## config.mk

```make
export PLATFORM = sky130hd
export DESIGN_NAME = json_string_unescape
export DESIGN_NICKNAME = d
export VERILOG_FILES = /design/src/rtl/core/jsu_pkg.sv /design/src/rtl/core/jsu_decode.sv /design/src/rtl/core/jsu_burst_buf.sv /design/src/rtl/core/json_string_unescape.sv
export SDC_FILE = /design/constraint.sdc
export NUM_CORES = 1
export LEC_CHECK = 0
export ABC_AREA = 1
export BUFFER_PORTS_ARGS = -buffer_cell sky130_fd_sc_hd__buf_4
export CORE_MARGIN = 2
export CORE_UTILIZATION = 40
export CTS_CLUSTER_SIZE = 12
export DETAILED_ROUTE_END_ITERATION = 16
export MAX_ROUTING_LAYER = met4
export SETUP_SLACK_MARGIN = 0.3
export SLEW_MARGIN = 20
export SYNTH_ARGS = -nofsm -noshare
export SYNTH_HDL_FRONTEND = slang
export SYNTH_SLANG_ARGS = --single-unit
```

## constraint.sdc

```tcl
create_clock -name clk -period 5.1 [get_ports clk]
set_clock_uncertainty 0.1 [all_clocks]
set_input_delay 0.51 -clock clk [delete_from_list [all_inputs] [get_ports clk]]
set_output_delay 0.51 -clock clk [all_outputs]
set_load 0.01 [all_outputs]
```

## src/rtl/core/jsu_pkg.sv

```systemverilog
// ----------------------------------------------------------------------------
// jsu_pkg
// Types, codes and helper functions of the JSON string unescape block.
// ----------------------------------------------------------------------------
package jsu_pkg;

	// Result kinds
	localparam logic [1:0] KIND_BYTE  = 2'd0;
	localparam logic [1:0] KIND_CLOSE = 2'd1;
	localparam logic [1:0] KIND_ERR   = 2'd2;

	// Error codes
	localparam logic [2:0] ERR_NO_QUOTE   = 3'd0;
	localparam logic [2:0] ERR_UNTERM     = 3'd1;
	localparam logic [2:0] ERR_ESC_CUT    = 3'd2;
	localparam logic [2:0] ERR_UNI_CUT    = 3'd3;
	localparam logic [2:0] ERR_BAD_HEX    = 3'd4;
	localparam logic [2:0] ERR_UNKNOWN_ESC = 3'd5;

	// Most results one transaction can cause
	localparam int MAX_RES = 4;

	// One result item
	typedef struct packed {
		logic [1:0] kind;
		logic [7:0] data;
		logic [2:0] code;
	} res_t;

	// Results of one input transaction, handed from decode to the output buffer
	typedef struct packed {
		logic [2:0]              cnt;
		res_t [MAX_RES-1:0]      r;
	} burst_t;

	// UTF-8 encoding of one code point
	typedef struct packed {
		logic [2:0]       len;
		logic [3:0][7:0]  b;
	} utf8_t;

	function automatic utf8_t utf8_encode(input logic [20:0] cp);
		utf8_t u;
		u.len = 3'd0;
		u.b   = '0;
		if (cp < 21'h80) begin
			u.len  = 3'd1;
			u.b[0] = cp[7:0];
		end else if (cp < 21'h800) begin
			u.len  = 3'd2;
			u.b[0] = {3'b110, cp[10:6]};
			u.b[1] = {2'b10, cp[5:0]};
		end else if (cp < 21'h10000) begin
			u.len  = 3'd3;
			u.b[0] = {4'b1110, cp[15:12]};
			u.b[1] = {2'b10, cp[11:6]};
			u.b[2] = {2'b10, cp[5:0]};
		end else begin
			u.len  = 3'd4;
			u.b[0] = {5'b11110, cp[20:18]};
			u.b[1] = {2'b10, cp[17:12]};
			u.b[2] = {2'b10, cp[11:6]};
			u.b[3] = {2'b10, cp[5:0]};
		end
		return u;
	endfunction

	// Hex digit value; bit 4 set when the byte is a hex digit
	function automatic logic [4:0] hex_value(input logic [7:0] b);
		logic [4:0] v;
		v = 5'd0;
		if (b >= 8'h30 && b <= 8'h39) begin
			v = {1'b1, b[3:0]};
		end else if ((b >= 8'h61 && b <= 8'h66) || (b >= 8'h41 && b <= 8'h46)) begin
			v = {1'b1, b[3:0] + 4'd9};
		end
		return v;
	endfunction

	// Simple escape letters; bit 8 set when the letter is one of them
	function automatic logic [8:0] escape_map(input logic [7:0] b);
		logic [8:0] m;
		case (b)
			8'h22:   m = {1'b1, 8'h22};
			8'h5C:   m = {1'b1, 8'h5C};
			8'h2F:   m = {1'b1, 8'h2F};
			8'h62:   m = {1'b1, 8'h08};
			8'h66:   m = {1'b1, 8'h0C};
			8'h6E:   m = {1'b1, 8'h0A};
			8'h72:   m = {1'b1, 8'h0D};
			8'h74:   m = {1'b1, 8'h09};
			default: m = 9'd0;
		endcase
		return m;
	endfunction

endpackage

```

## src/rtl/core/jsu_decode.sv

```systemverilog
// ----------------------------------------------------------------------------
// jsu_decode
// String state and per-byte decode: turns one input transaction into up to
// four results and the next state, committed when the transaction advances.
// ----------------------------------------------------------------------------
module jsu_decode import jsu_pkg::*; (
	input  logic       clk,
	input  logic       arst_n,
	input  logic       advance,    // item in the input register is consumed
	input  logic       mode,       // 1 = end of text
	input  logic [7:0] text_byte,
	output burst_t     burst
);

	typedef enum logic [2:0] {
		PH_IDLE,
		PH_STR,
		PH_ESC,
		PH_HEX,
		PH_HIGH,
		PH_HIGH_BS,
		PH_LOW,
		PH_SKIP
	} phase_t;

	localparam logic [7:0] CH_QUOTE  = 8'h22;
	localparam logic [7:0] CH_BSLASH = 8'h5C;
	localparam logic [7:0] CH_U      = 8'h75;

	phase_t      phase_q, phase_n;
	logic [15:0] acc_q, acc_n;
	logic [1:0]  cnt_q, cnt_n;
	logic [15:0] held_q, held_n;

	logic        is_quote, is_bs, is_u;
	logic [4:0]  hv;
	logic [8:0]  em;
	logic [15:0] acc_sh;
	logic        hi_sur, lo_sur;
	logic [20:0] pair_cp;

	logic        u_en;
	logic [20:0] u_cp;
	logic        t_en;
	logic [1:0]  t_kind;
	logic [7:0]  t_data;
	logic [2:0]  t_code;
	logic        do_str, do_esc, do_fail;
	logic [2:0]  f_code;
	utf8_t       enc;
	logic [2:0]  u_len;

	// Byte classification and hex accumulation
	assign is_quote = !mode && (text_byte == CH_QUOTE);
	assign is_bs    = !mode && (text_byte == CH_BSLASH);
	assign is_u     = !mode && (text_byte == CH_U);
	assign hv       = hex_value(text_byte);
	assign em       = escape_map(text_byte);
	assign acc_sh   = {acc_q[11:0], hv[3:0]};
	assign hi_sur   = (acc_sh[15:10] == 6'b110110);
	assign lo_sur   = (acc_sh[15:10] == 6'b110111);
	assign pair_cp  = 21'h10000 + {1'b0, held_q[9:0], acc_sh[9:0]};

	// Next state and result selection
	always_comb begin
		phase_n = phase_q;
		acc_n   = acc_q;
		cnt_n   = cnt_q;
		held_n  = held_q;
		u_en    = 1'b0;
		u_cp    = '0;
		t_en    = 1'b0;
		t_kind  = KIND_BYTE;
		t_data  = '0;
		t_code  = '0;
		do_str  = 1'b0;
		do_esc  = 1'b0;
		do_fail = 1'b0;
		f_code  = ERR_NO_QUOTE;

		case (phase_q)
			PH_IDLE: begin
				if (is_quote) begin
					phase_n = PH_STR;
					acc_n   = '0;
					cnt_n   = '0;
					held_n  = '0;
				end else begin
					do_fail = 1'b1;
					f_code  = ERR_NO_QUOTE;
				end
			end
			PH_SKIP: begin
				if (is_quote) begin
					phase_n = PH_STR;
					acc_n   = '0;
					cnt_n   = '0;
					held_n  = '0;
				end
			end
			PH_STR: begin
				if (mode) begin
					do_fail = 1'b1;
					f_code  = ERR_UNTERM;
				end else begin
					do_str = 1'b1;
				end
			end
			PH_ESC: begin
				if (mode) begin
					do_fail = 1'b1;
					f_code  = ERR_ESC_CUT;
				end else begin
					do_esc = 1'b1;
				end
			end
			PH_HEX: begin
				if (mode) begin
					do_fail = 1'b1;
					f_code  = ERR_UNI_CUT;
				end else if (!hv[4]) begin
					do_fail = 1'b1;
					f_code  = ERR_BAD_HEX;
				end else if (cnt_q == 2'd3) begin
					cnt_n = '0;
					acc_n = '0;
					if (hi_sur) begin
						held_n  = acc_sh;
						phase_n = PH_HIGH;
					end else begin
						u_en    = 1'b1;
						u_cp    = {5'd0, acc_sh};
						phase_n = PH_STR;
					end
				end else begin
					acc_n = acc_sh;
					cnt_n = cnt_q + 2'd1;
				end
			end
			PH_HIGH: begin
				if (is_bs) begin
					phase_n = PH_HIGH_BS;
				end else begin
					// lone high surrogate goes out as three bytes
					u_en    = 1'b1;
					u_cp    = {5'd0, held_q};
					held_n  = '0;
					phase_n = PH_STR;
					if (mode) begin
						do_fail = 1'b1;
						f_code  = ERR_UNTERM;
					end else begin
						do_str = 1'b1;
					end
				end
			end
			PH_HIGH_BS: begin
				if (is_u) begin
					phase_n = PH_LOW;
					acc_n   = '0;
					cnt_n   = '0;
				end else begin
					u_en    = 1'b1;
					u_cp    = {5'd0, held_q};
					held_n  = '0;
					phase_n = PH_ESC;
					if (mode) begin
						do_fail = 1'b1;
						f_code  = ERR_ESC_CUT;
					end else begin
						do_esc = 1'b1;
					end
				end
			end
			PH_LOW: begin
				if (mode) begin
					do_fail = 1'b1;
					f_code  = ERR_UNI_CUT;
				end else if (!hv[4]) begin
					do_fail = 1'b1;
					f_code  = ERR_BAD_HEX;
				end else if (cnt_q == 2'd3) begin
					// partner out of range: the high half alone is sent
					u_en    = 1'b1;
					u_cp    = lo_sur ? pair_cp : {5'd0, held_q};
					acc_n   = '0;
					cnt_n   = '0;
					held_n  = '0;
					phase_n = PH_STR;
				end else begin
					acc_n = acc_sh;
					cnt_n = cnt_q + 2'd1;
				end
			end
			default: begin
				phase_n = PH_SKIP;
			end
		endcase

		// Ordinary string byte
		if (do_str) begin
			if (text_byte == CH_QUOTE) begin
				t_en    = 1'b1;
				t_kind  = KIND_CLOSE;
				phase_n = PH_IDLE;
				acc_n   = '0;
				cnt_n   = '0;
				held_n  = '0;
			end else if (text_byte == CH_BSLASH) begin
				phase_n = PH_ESC;
			end else begin
				t_en   = 1'b1;
				t_data = text_byte;
			end
		end

		// Escape letter
		if (do_esc) begin
			if (em[8]) begin
				t_en    = 1'b1;
				t_data  = em[7:0];
				phase_n = PH_STR;
			end else if (text_byte == CH_U) begin
				phase_n = PH_HEX;
				acc_n   = '0;
				cnt_n   = '0;
			end else begin
				do_fail = 1'b1;
				f_code  = ERR_UNKNOWN_ESC;
			end
		end

		// Error ends the string
		if (do_fail) begin
			t_en    = 1'b1;
			t_kind  = KIND_ERR;
			t_data  = '0;
			t_code  = f_code;
			phase_n = PH_SKIP;
			acc_n   = '0;
			cnt_n   = '0;
			held_n  = '0;
		end
	end

	// Burst assembly: UTF-8 bytes first, then the single tail result
	assign enc   = utf8_encode(u_cp);
	assign u_len = u_en ? enc.len : 3'd0;

	always_comb begin
		burst.cnt = u_len + {2'd0, t_en};
		for (int i = 0; i < MAX_RES; i++) begin
			if (3'(i) < u_len) begin
				burst.r[i] = '{kind: KIND_BYTE, data: enc.b[i], code: 3'd0};
			end else begin
				burst.r[i] = '{kind: t_kind, data: t_data, code: t_code};
			end
		end
	end

	// State registers
	always_ff @(posedge clk or negedge arst_n) begin
		if (!arst_n) begin
			phase_q <= PH_IDLE;
			acc_q   <= '0;
			cnt_q   <= '0;
			held_q  <= '0;
		end else if (advance) begin
			phase_q <= phase_n;
			acc_q   <= acc_n;
			cnt_q   <= cnt_n;
			held_q  <= held_n;
		end
	end

endmodule

```

## src/rtl/core/jsu_burst_buf.sv

```systemverilog
// ----------------------------------------------------------------------------
// jsu_burst_buf
// Result register: holds the results of one transaction and sends them out
// one per cycle while m_tready is high; frees itself in the cycle its last result is taken.
// ----------------------------------------------------------------------------
module jsu_burst_buf import jsu_pkg::*; (
	input  logic        clk,
	input  logic        arst_n,
	input  logic        load,      // take a new burst
	input  burst_t      burst,
	output logic        free,      // a new burst may be loaded this cycle
	output logic        m_tvalid,
	input  logic        m_tready,
	output logic [15:0] m_tdata,   // [7:0] out_byte, [10:8] error_code
	output logic [1:0]  m_tuser,   // [1:0] out_kind
	output logic        m_tlast
);

	res_t [MAX_RES-1:0] ent_q;
	logic [2:0]         rem_q;
	logic [1:0]         idx_q;
	res_t               cur;
	logic               take;

	assign cur      = ent_q[idx_q];
	assign m_tvalid = (rem_q != 3'd0);
	assign m_tlast  = (rem_q == 3'd1);
	assign m_tdata  = {5'd0, cur.code, cur.data};
	assign m_tuser  = cur.kind;
	assign take     = m_tvalid && m_tready;
	assign free     = (rem_q == 3'd0) || (m_tlast && m_tready);

	// Payload entries
	always_ff @(posedge clk) begin
		if (load) begin
			ent_q <= burst.r;
		end
	end

	// Read pointer and remaining count
	always_ff @(posedge clk or negedge arst_n) begin
		if (!arst_n) begin
			rem_q <= '0;
			idx_q <= '0;
		end else if (load) begin
			rem_q <= burst.cnt;
			idx_q <= '0;
		end else if (take) begin
			rem_q <= rem_q - 3'd1;
			idx_q <= idx_q + 2'd1;
		end
	end

endmodule

```

## src/rtl/core/json_string_unescape.sv

```systemverilog
// ----------------------------------------------------------------------------
// json_string_unescape
// Streaming decoder for a quoted JSON string: simple escapes, \uXXXX to
// UTF-8 with surrogate pairing, closing marker or first error per string.
// ----------------------------------------------------------------------------
// Channel   Dir  tdata                          tuser         tlast
// s_*       in   [7:0] text_byte                [0] mode      -
// m_*       out  [7:0] out_byte, [10:8] code    [1:0] kind    last result
//
// An accepted byte waits in the input register until the result register
// is free, then is decoded and its results (0 to 4) are loaded into it.
// Sustained rate is one byte per cycle while each byte gives at most one
// result and m_tready stays high; a byte giving more results holds the
// input side while the single output port drains the result register.
// Reset clears the string state (waiting for an opening quote) and both
// valid flags; result payload is not reset.
// ----------------------------------------------------------------------------
module json_string_unescape import jsu_pkg::*; (
	input  logic        clk,
	input  logic        arst_n,
	input  logic        s_tvalid,
	output logic        s_tready,
	input  logic [7:0]  s_tdata,   // [7:0] text_byte
	input  logic        s_tuser,   // [0] mode
	output logic        m_tvalid,
	input  logic        m_tready,
	output logic [15:0] m_tdata,   // [7:0] out_byte, [10:8] error_code
	output logic [1:0]  m_tuser,   // [1:0] out_kind
	output logic        m_tlast
);

	logic       valid_s1;
	logic       mode_s1;
	logic [7:0] byte_s1;
	logic       free;
	logic       advance;
	burst_t     burst;

	assign advance  = valid_s1 && free;
	assign s_tready = !valid_s1 || free;

	// Input register
	always_ff @(posedge clk or negedge arst_n) begin
		if (!arst_n) begin
			valid_s1 <= 1'b0;
		end else if (s_tready) begin
			valid_s1 <= s_tvalid;
		end
	end

	always_ff @(posedge clk) begin
		if (s_tvalid && s_tready) begin
			mode_s1 <= s_tuser;
			byte_s1 <= s_tdata;
		end
	end

	// Decode and string state
	jsu_decode u_decode (
		.clk       (clk),
		.arst_n    (arst_n),
		.advance   (advance),
		.mode      (mode_s1),
		.text_byte (byte_s1),
		.burst     (burst)
	);

	// Result register and output drain
	jsu_burst_buf u_buf (
		.clk      (clk),
		.arst_n   (arst_n),
		.load     (advance),
		.burst    (burst),
		.free     (free),
		.m_tvalid (m_tvalid),
		.m_tready (m_tready),
		.m_tdata  (m_tdata),
		.m_tuser  (m_tuser),
		.m_tlast  (m_tlast)
	);

endmodule

```

=== Word level (Yosys, flattened, before mapping) ===
Cells that the tools add are included.

* Register bits: 104

* Add/subtract/negate cells: 6
* Magnitude comparators: 14
* Equality and inequality tests: 20
* Multiplexer cells: 141
* Reduce and logical (&&, ||, !) cells: 22

{| class="wikitable"
|+ Operator list
! kind !! count
|-
| 2-to-1 mux 16 bit || 29
|-
| 2-to-1 mux 21 bit || 7
|-
| 2-to-1 mux 3 bit || 30
|-
| case mux 21 bit (4 select lines) || 1
|-
| case mux 16 bit (5 select lines) || 1
|-
| case mux 9 bit (8 select lines) || 1
|-
| 2-to-1 mux 8 bit || 8
|-
| equality test 8 x 7 -> 1 bit (second input constant) || 7
|-
| case mux 16 bit (3 select lines) || 1
|-
| 2-to-1 mux 11 bit || 4
|-
| 2-to-1 mux 2 bit || 16
|-
| 2-to-1 mux 1 bit || 30
|-
| case mux 3 bit (5 select lines) || 2
|-
| binary-select mux 13 bit (select 2 bit) || 1
|-
| 2-to-1 mux 24 bit || 1
|-
| 2-to-1 mux 22 bit || 1
|-
| adder 17 x 20 -> 21 bit (first input constant) || 1
|-
| < comparator 21 x 12 -> 1 bit (second input constant) || 1
|-
| < comparator 21 x 17 -> 1 bit (second input constant) || 1
|-
| < comparator 21 x 8 -> 1 bit (second input constant) || 1
|-
| equality test 8 x 6 -> 1 bit (second input constant) || 2
|-
| greater-or-equal comparator 8 x 7 -> 1 bit (second input constant) || 2
|-
| less-or-equal comparator 8 x 7 -> 1 bit (second input constant) || 2
|-
| 2-to-1 mux 13 bit || 1
|-
| 26 further kinds || 52
|}

=== Depth between registers and ports, before layout ===
* Word-level depth: 18
* Gate-level depth with buffers: 23

=== By module ===
From an unflattened synthesis, not the netlist that was laid out.

* Cells, all modules: 895
* Area total of the unflattened synthesis: 6,897.9 µm²

{| class="wikitable"
|+ Modules (own cells, without submodules)
! module !! instances !! cells each !! area an instance (µm²) !! seq. area each (µm²)
|-
| jsu_decode || 1 || 703 || 4,250.3 || 825.8
|-
| jsu_burst_buf || 1 || 175 || 2,324.7 || 1,686.6
|-
| json_string_unescape || 1 || 17 || 322.8 || 295.3
|}

=== Worst setup path before layout ===
OpenSTA, ideal clock, no wires.

* Kind: flip-flop to flip-flop
* Start point: register u_buf.rem_q[1]
* End point: register u_buf.ent_q[0] (netlist bit), enable pin
* Data arrival time: 2.852 ns
* Data required time: 4.563 ns
* Path slack: 1.711 ns
* Stages on the path, launching flop included: 10
* Period minus slack after synthesis: 3.389 ns
* Path through: dfrtp_1 inv_1 ha_1 inv_1 nor2_1 nand2_1 nand2_1 inv_1 nor2_1 clkbuf_1

* Longest elaborated chain between the ends: 4
* Elaborated cells on any way between the ends: 5
* Those cells by class: eq/ne: 1; reduce/logical: 4

{| class="wikitable"
|+ RTL lines
! item !! line !! text
|-
| from (decl) || jsu_burst_buf.sv:20 || <nowiki>logic [2:0] rem_q;</nowiki>
|-
| from (signal assigned) || jsu_burst_buf.sv:46 || <nowiki>rem_q <= burst.cnt;</nowiki>
|-
| from (signal assigned) || jsu_burst_buf.sv:49 || <nowiki>rem_q <= rem_q - 3'd1;</nowiki>
|-
| equality test 3 x 1 -> 1 bit || jsu_burst_buf.sv:27 || <nowiki>assign m_tlast = (rem_q == 3'd1);</nowiki>
|-
| named net m_tlast || json_string_unescape.sv:29 || <nowiki>output logic m_tlast</nowiki>
|-
| logical AND 1 bit || jsu_burst_buf.sv:31 || <nowiki>assign free = (rem_q == 3'd0) || (m_tlast && m_tready);</nowiki>
|-
| logical OR 1 bit || jsu_burst_buf.sv:31 ||
|-
| logical AND 1 bit || json_string_unescape.sv:39 || <nowiki>assign advance = valid_s1 && free;</nowiki>
|-
| named net advance || json_string_unescape.sv:36 || <nowiki>logic advance;</nowiki>
|-
| to (signal assigned) || jsu_burst_buf.sv:36 || <nowiki>ent_q <= burst.r;</nowiki>
|-
| to (decl) || jsu_burst_buf.sv:19 || <nowiki>res_t [MAX_RES-1:0] ent_q;</nowiki>
|}

The timed path passes the listed nets, and every way through them passes these cells.
A chain may end at the register's enable or synchronous reset.

=== Worst setup path in the final report ===
* Start point: register byte_s1[0]
* End point: register u_buf.rem_q[2]

* Longest elaborated chain between the ends: 18
* Elaborated cells on any way between the ends: 73
* Those cells by class: add/sub: 3; order compare: 9; eq/ne: 9; mux: 45; reduce/logical: 7

{| class="wikitable"
|+ RTL lines
! item !! line !! text
|-
| from (decl) || json_string_unescape.sv:34 || <nowiki>logic [7:0] byte_s1;</nowiki>
|-
| from (signal assigned) || json_string_unescape.sv:54 || <nowiki>byte_s1 <= s_tdata;</nowiki>
|-
| greater-or-equal comparator 8 x 7 -> 1 bit or less-or-equal comparator 8 x 7 -> 1 bit (tied branches) || jsu_pkg.sv:74 || <nowiki>end else if ((b >= 8'h61 && b <= 8'h66) || (b >= 8'h41 && b <= 8'h46)) begin</nowiki>
|-
| logical AND 1 bit || jsu_pkg.sv:74 ||
|-
| logical OR 1 bit || jsu_pkg.sv:74 ||
|-
| 2-to-1 mux 5 bit || jsu_pkg.sv:74 ||
|-
| 2-to-1 mux 5 bit || jsu_pkg.sv:72 || <nowiki>if (b >= 8'h30 && b <= 8'h39) begin</nowiki>
|-
| adder 17 x 20 -> 21 bit || jsu_decode.sv:62 || <nowiki>assign pair_cp = 21'h10000 + {1'b0, held_q[9:0], acc_sh[9:0]};</nowiki>
|-
| 2-to-1 mux 21 bit || jsu_decode.sv:185 || <nowiki>u_cp = lo_sur ? pair_cp : {5'd0, held_q};</nowiki>
|-
| 2-to-1 mux 21 bit || jsu_decode.sv:182 || <nowiki>end else if (cnt_q == 2'd3) begin</nowiki>
|-
| [... 2 more ...] || - ||
|-
| case mux 21 bit (4 select lines) || jsu_decode.sv:81 || <nowiki>case (phase_q)</nowiki>
|-
| < comparator 21 x 17 -> 1 bit || jsu_pkg.sv:53 || <nowiki>end else if (cp < 21'h10000) begin</nowiki>
|-
| 2-to-1 mux 3 bit || jsu_pkg.sv:53 ||
|-
| 2-to-1 mux 3 bit || jsu_pkg.sv:49 || <nowiki>end else if (cp < 21'h800) begin</nowiki>
|-
| 2-to-1 mux 3 bit || jsu_pkg.sv:46 || <nowiki>if (cp < 21'h80) begin</nowiki>
|-
| 2-to-1 mux 3 bit || jsu_decode.sv:248 || <nowiki>assign u_len = u_en ? enc.len : 3'd0;</nowiki>
|-
| adder 3 x 1 -> 3 bit * || jsu_decode.sv:251 || <nowiki>burst.cnt = u_len + {2'd0, t_en};</nowiki>
|-
| 2-to-1 mux 3 bit * || jsu_burst_buf.sv:45 || <nowiki>end else if (load) begin</nowiki>
|}

Every way passes the cells marked *; elsewhere a longest branch is shown, timed or not.

==> summary.md <==
| Metric | Value |
|---|---|
| Area grow syn2layout | 9.59% |
| Cts repair resizes | 0 |
| Tmin final | 4.02 ns |
| Vias in the first global route | 5695 |
| Asr flop ratio synth | 39.0% |
| Register bit total from synthesis | 100 |
| Antenna viol nets, final | 0 |
| Die width | 133 um |
| GR Overflow Total | 0 |
| Max transition margin | 40.7% |
| Critical Path RT | 5.28 ns |
| Critical Path AT | 4.20 ns |
| Max_cap viols | 0 |
| Worst setup path class | reg2reg |
| Post-synth top flop | edfxtp_1 |
| Postcts setup bufs | 0 |
| Largest buffer count on any clock path | 2 |
| TritonRoute pass-1 iters | 5 |
| Clock Sinks | 100 |
| Least-Margin Pin Slew | 0.890 ns |
| Largest net degree at the start of global routing | 74 |
| Initial DRC count | 611 |
| Core Region | 16400 um2 |
| Lkg Pwr | 3.26 nW |
| WP buf/inv | 3 |
| Crit-path cells | inv_1, ha_1, inv_1, nand3_1, nand4_2, nand2_2, nand3_1, nor2_4, nand2_1, nand3_1, nor2_1, nand3_2, inv_1, nand2_1, a21oi_2, ha_1, ha_1, xor2_1, nand2_1, a22oi_1 |
| Synthesized instance count | 910 |
| CP max stage delay | 0.45 ns |
| Antenna Cells | 0 |
| Routed len/inst | 16.9 um |
| Clk Latency, worst-skew pair | 0.36 ns |
| Initial antenna violation count | 0 |
| TritonCTS clock tree | yes |
| Post-synthesis cell area | 6650 um2 |
| WL final | 19400 um |
| Drt drc | 0 |
| Peak fanout along the critical path | 24 |
| Slowest cell on crit path | edfxtp_1 |
| Synth Area per Inst | 7.31 um2 |
| Worst hold slack | 0.0167 ns |
| Worst vdd ir | 0.234 mV |
| CP Launch Type | flip-flop |
| Fin. max-slew vios | 0 |
| F_max | 249 MHz |
| Num CTS Buffers | 9 |
| Layout Nets | 946 |
| Root buffer cell | clkbuf_16 |
| Crit. End Element | flip-flop |
| First-pass GRT wire length | 31100 um |
| GPL Wtd Cong | 0.999 |
| Vias per std cell | 5.37 |
| Cts hold-fix bufs | 0 |
| RSZ-0062 raised after global routing | no |
| Unique masters post-synth | 42 |
| Die Y | 133 um |
| Yosys Warn Count | 0 |
| DR vias | 6155 |
| # port buffers | 28 |
| Pwr dens | 444 nW/um2 |
| # IOs | 34 |
| Seq/Total Area, Yosys | 42.2% |
| Starting Density | 40.5% |
| Std-Cell Rows | 47 |
| Post-synth EDFFs | 61 |
| Status | finished clean |
| Setup TNS | 0 ns |
| H-Tree Depth | 3 |
| Hold Violations, Final | 0 |
| Final worst-path cycle share | 78.9% |
| Layout cells sized above 1 | 9.92% |
| Post-DP HPWL | 14500 um |
| Clock-pin transition on the worst setup and hold timing paths | 0.07 ns |
| Largest delay share family, worst path | simple AND/OR/NAND/NOR gates |
| # setup viols final | 0 |
| HP Class | in2async |
| Die Footprint | 17700 um2 |
| Gr usage total | 23.3% |
## power by group
group	internal [mW]	switching (mW)	leakage (nW)
combinational	0.412	0.904	2.02
sequential	1.12	0.103	1.09
clock	0.350	0.350	0.146
total	1.88	1.36	3.26
## final timing paths
| check | cells past startpoint | slack (ns) | to | from |
|---|---|---|---|---|
| max in group asynchronous | 1 | 4.52 | u_decode.held_q[7]$_DFFE_PN0P_ | arst_n |
| setup / recovery | 20 | 1.08 | u_buf.rem_q[2]$_DFFE_PN0P_ | byte_s1[0]$_DFFE_PP_ |
| hold reg to reg | 2 | 0.38 | u_decode.held_q[4]$_DFFE_PN0P_ | u_decode.held_q[4]$_DFFE_PN0P_ |
| setup reg to reg | 20 | 1.08 | u_buf.rem_q[2]$_DFFE_PN0P_ | byte_s1[0]$_DFFE_PP_ |
| min in group clk | 1 | 0.22 | byte_s1[7]$_DFFE_PP_ | s_tdata[7] |
| hold / removal | 1 | 0.02 | u_decode.held_q[0]$_DFFE_PN0P_ | arst_n |
## area by class of cell
class	count	area [um2]
inverter	117	439
tap	220	275
clock buffer	9	225
timing repair buffer	32	240
fill	1703	9120
multi-input combinational	662	3220
clock inverter	7	77.6
sequential	100	2810
## placed cells by master (no fill, tap or decap), types with 9 or more instances in the layout
master     instances
edfxtp_1          61
a21oi_1           12
nand4_1           23
o21ai_0           78
buf_4             32
clkbuf_16          9
ha_1              11
dfrtp_1           39
nor3_1             9
a22oi_1           11
nor2_2             9
nand3_1           73
inv_1            100
inv_2             14
nand2_1          238
o22ai_1           28
o21ai_1           17
nor2_1           101
## Yosys cell counts, drive strengths merged (2+ instances only)
library cell,n,area (um2)
nand2,243,925
clkbuf,12,45.0
a31oi,2,12.5
ha,11,138
nor2,113,462
inv,114,428
nand3,78,415
o21ai,95,475
a22oi,11,82.6
clkinv,3,11.3
o22ai,28,175
nand3b,3,22.5
o21bai,4,30.0
buf,23,158
nor3,11,65.1
xor2,4,35.0
a21oi,15,86.3
edfxtp,61,1830
o211ai,5,37.5
nand4,25,169
dfrtp,39,976
a21o,2,15.0
## worst register-to-register path, cell delays in order, from the launching register on
cell and delay (ns):
edfxtp_1 0.45, inv_1 0.17, ha_1 0.23, inv_1 0.07, nand3_1 0.10, nand4_2 0.14, nand2_2 0.40, nand3_1 0.30
nor2_4 0.27, nand2_1 0.08, nand3_1 0.12, nor2_1 0.07, nand3_2 0.10, inv_1 0.04, nand2_1 0.41, a21oi_2 0.10
ha_1 0.22, ha_1 0.18, xor2_1 0.15, nand2_1 0.07, a22oi_1 0.16
## per-stage QoR
| stage | setup WS [ns] | cells | utilization, % | area, um2 | power [mW] |
|---|---|---|---|---|---|
| after floorplan | 1.71 | 914 | - | 6670 | 2.10 |
| after global placement | 1.25 | 1131 | 42.6 | 6990 | 2.55 |
| after detailed placement | 1.14 | 1131 | 42.6 | 6990 | 2.56 |
| after CTS | 1.13 | 1147 | 44.4 | 7290 | 3.26 |
| after global routing | 0.784 | 1147 | 44.4 | 7290 | 3.47 |
| final | 1.08 | 1147 | 44.4 | 7290 | 3.24 |
## flip-flops by register name, summed over array words and instances, names as in the netlist
| name | flops |
|---|---|
| u_buf.ent_q | 52 |
| u_decode.held_q | 16 |
| u_decode.acc_q | 12 |
| byte_s1 | 8 |
| u_buf.rem_q | 3 |
| u_decode.phase_q | 3 |
| u_buf.idx_q | 2 |
| u_decode.cnt_q | 2 |
| mode_s1 | 1 |
| valid_s1 | 1 |
## layer usage
layer	vias to the layer above	routed length (um)	part of all wire (%)	track usage (%)
met5	-	0	0	-
met4	0	413	2.1	7.71
met3	32	956	4.9	4.33
met2	163	8910	46	35.6
met1	2906	9110	47	31.4
li1	3054	-	-	-
## logic make-up after synthesis
group | Yosys count | synth area share, %
AOI/OAI and AO/OA | 166 | 14.3
xor gates and xnor gates | 4 | 0.527
adders and majority gates | 11 | 2.07
buffers and inverters | 152 | 9.65
DFF | 100 | 42.2
other | 1 | 0.0564
and+or+nand+nor | 476 | 31.2
Note: power is estimated with default switching activity, not from simulation.
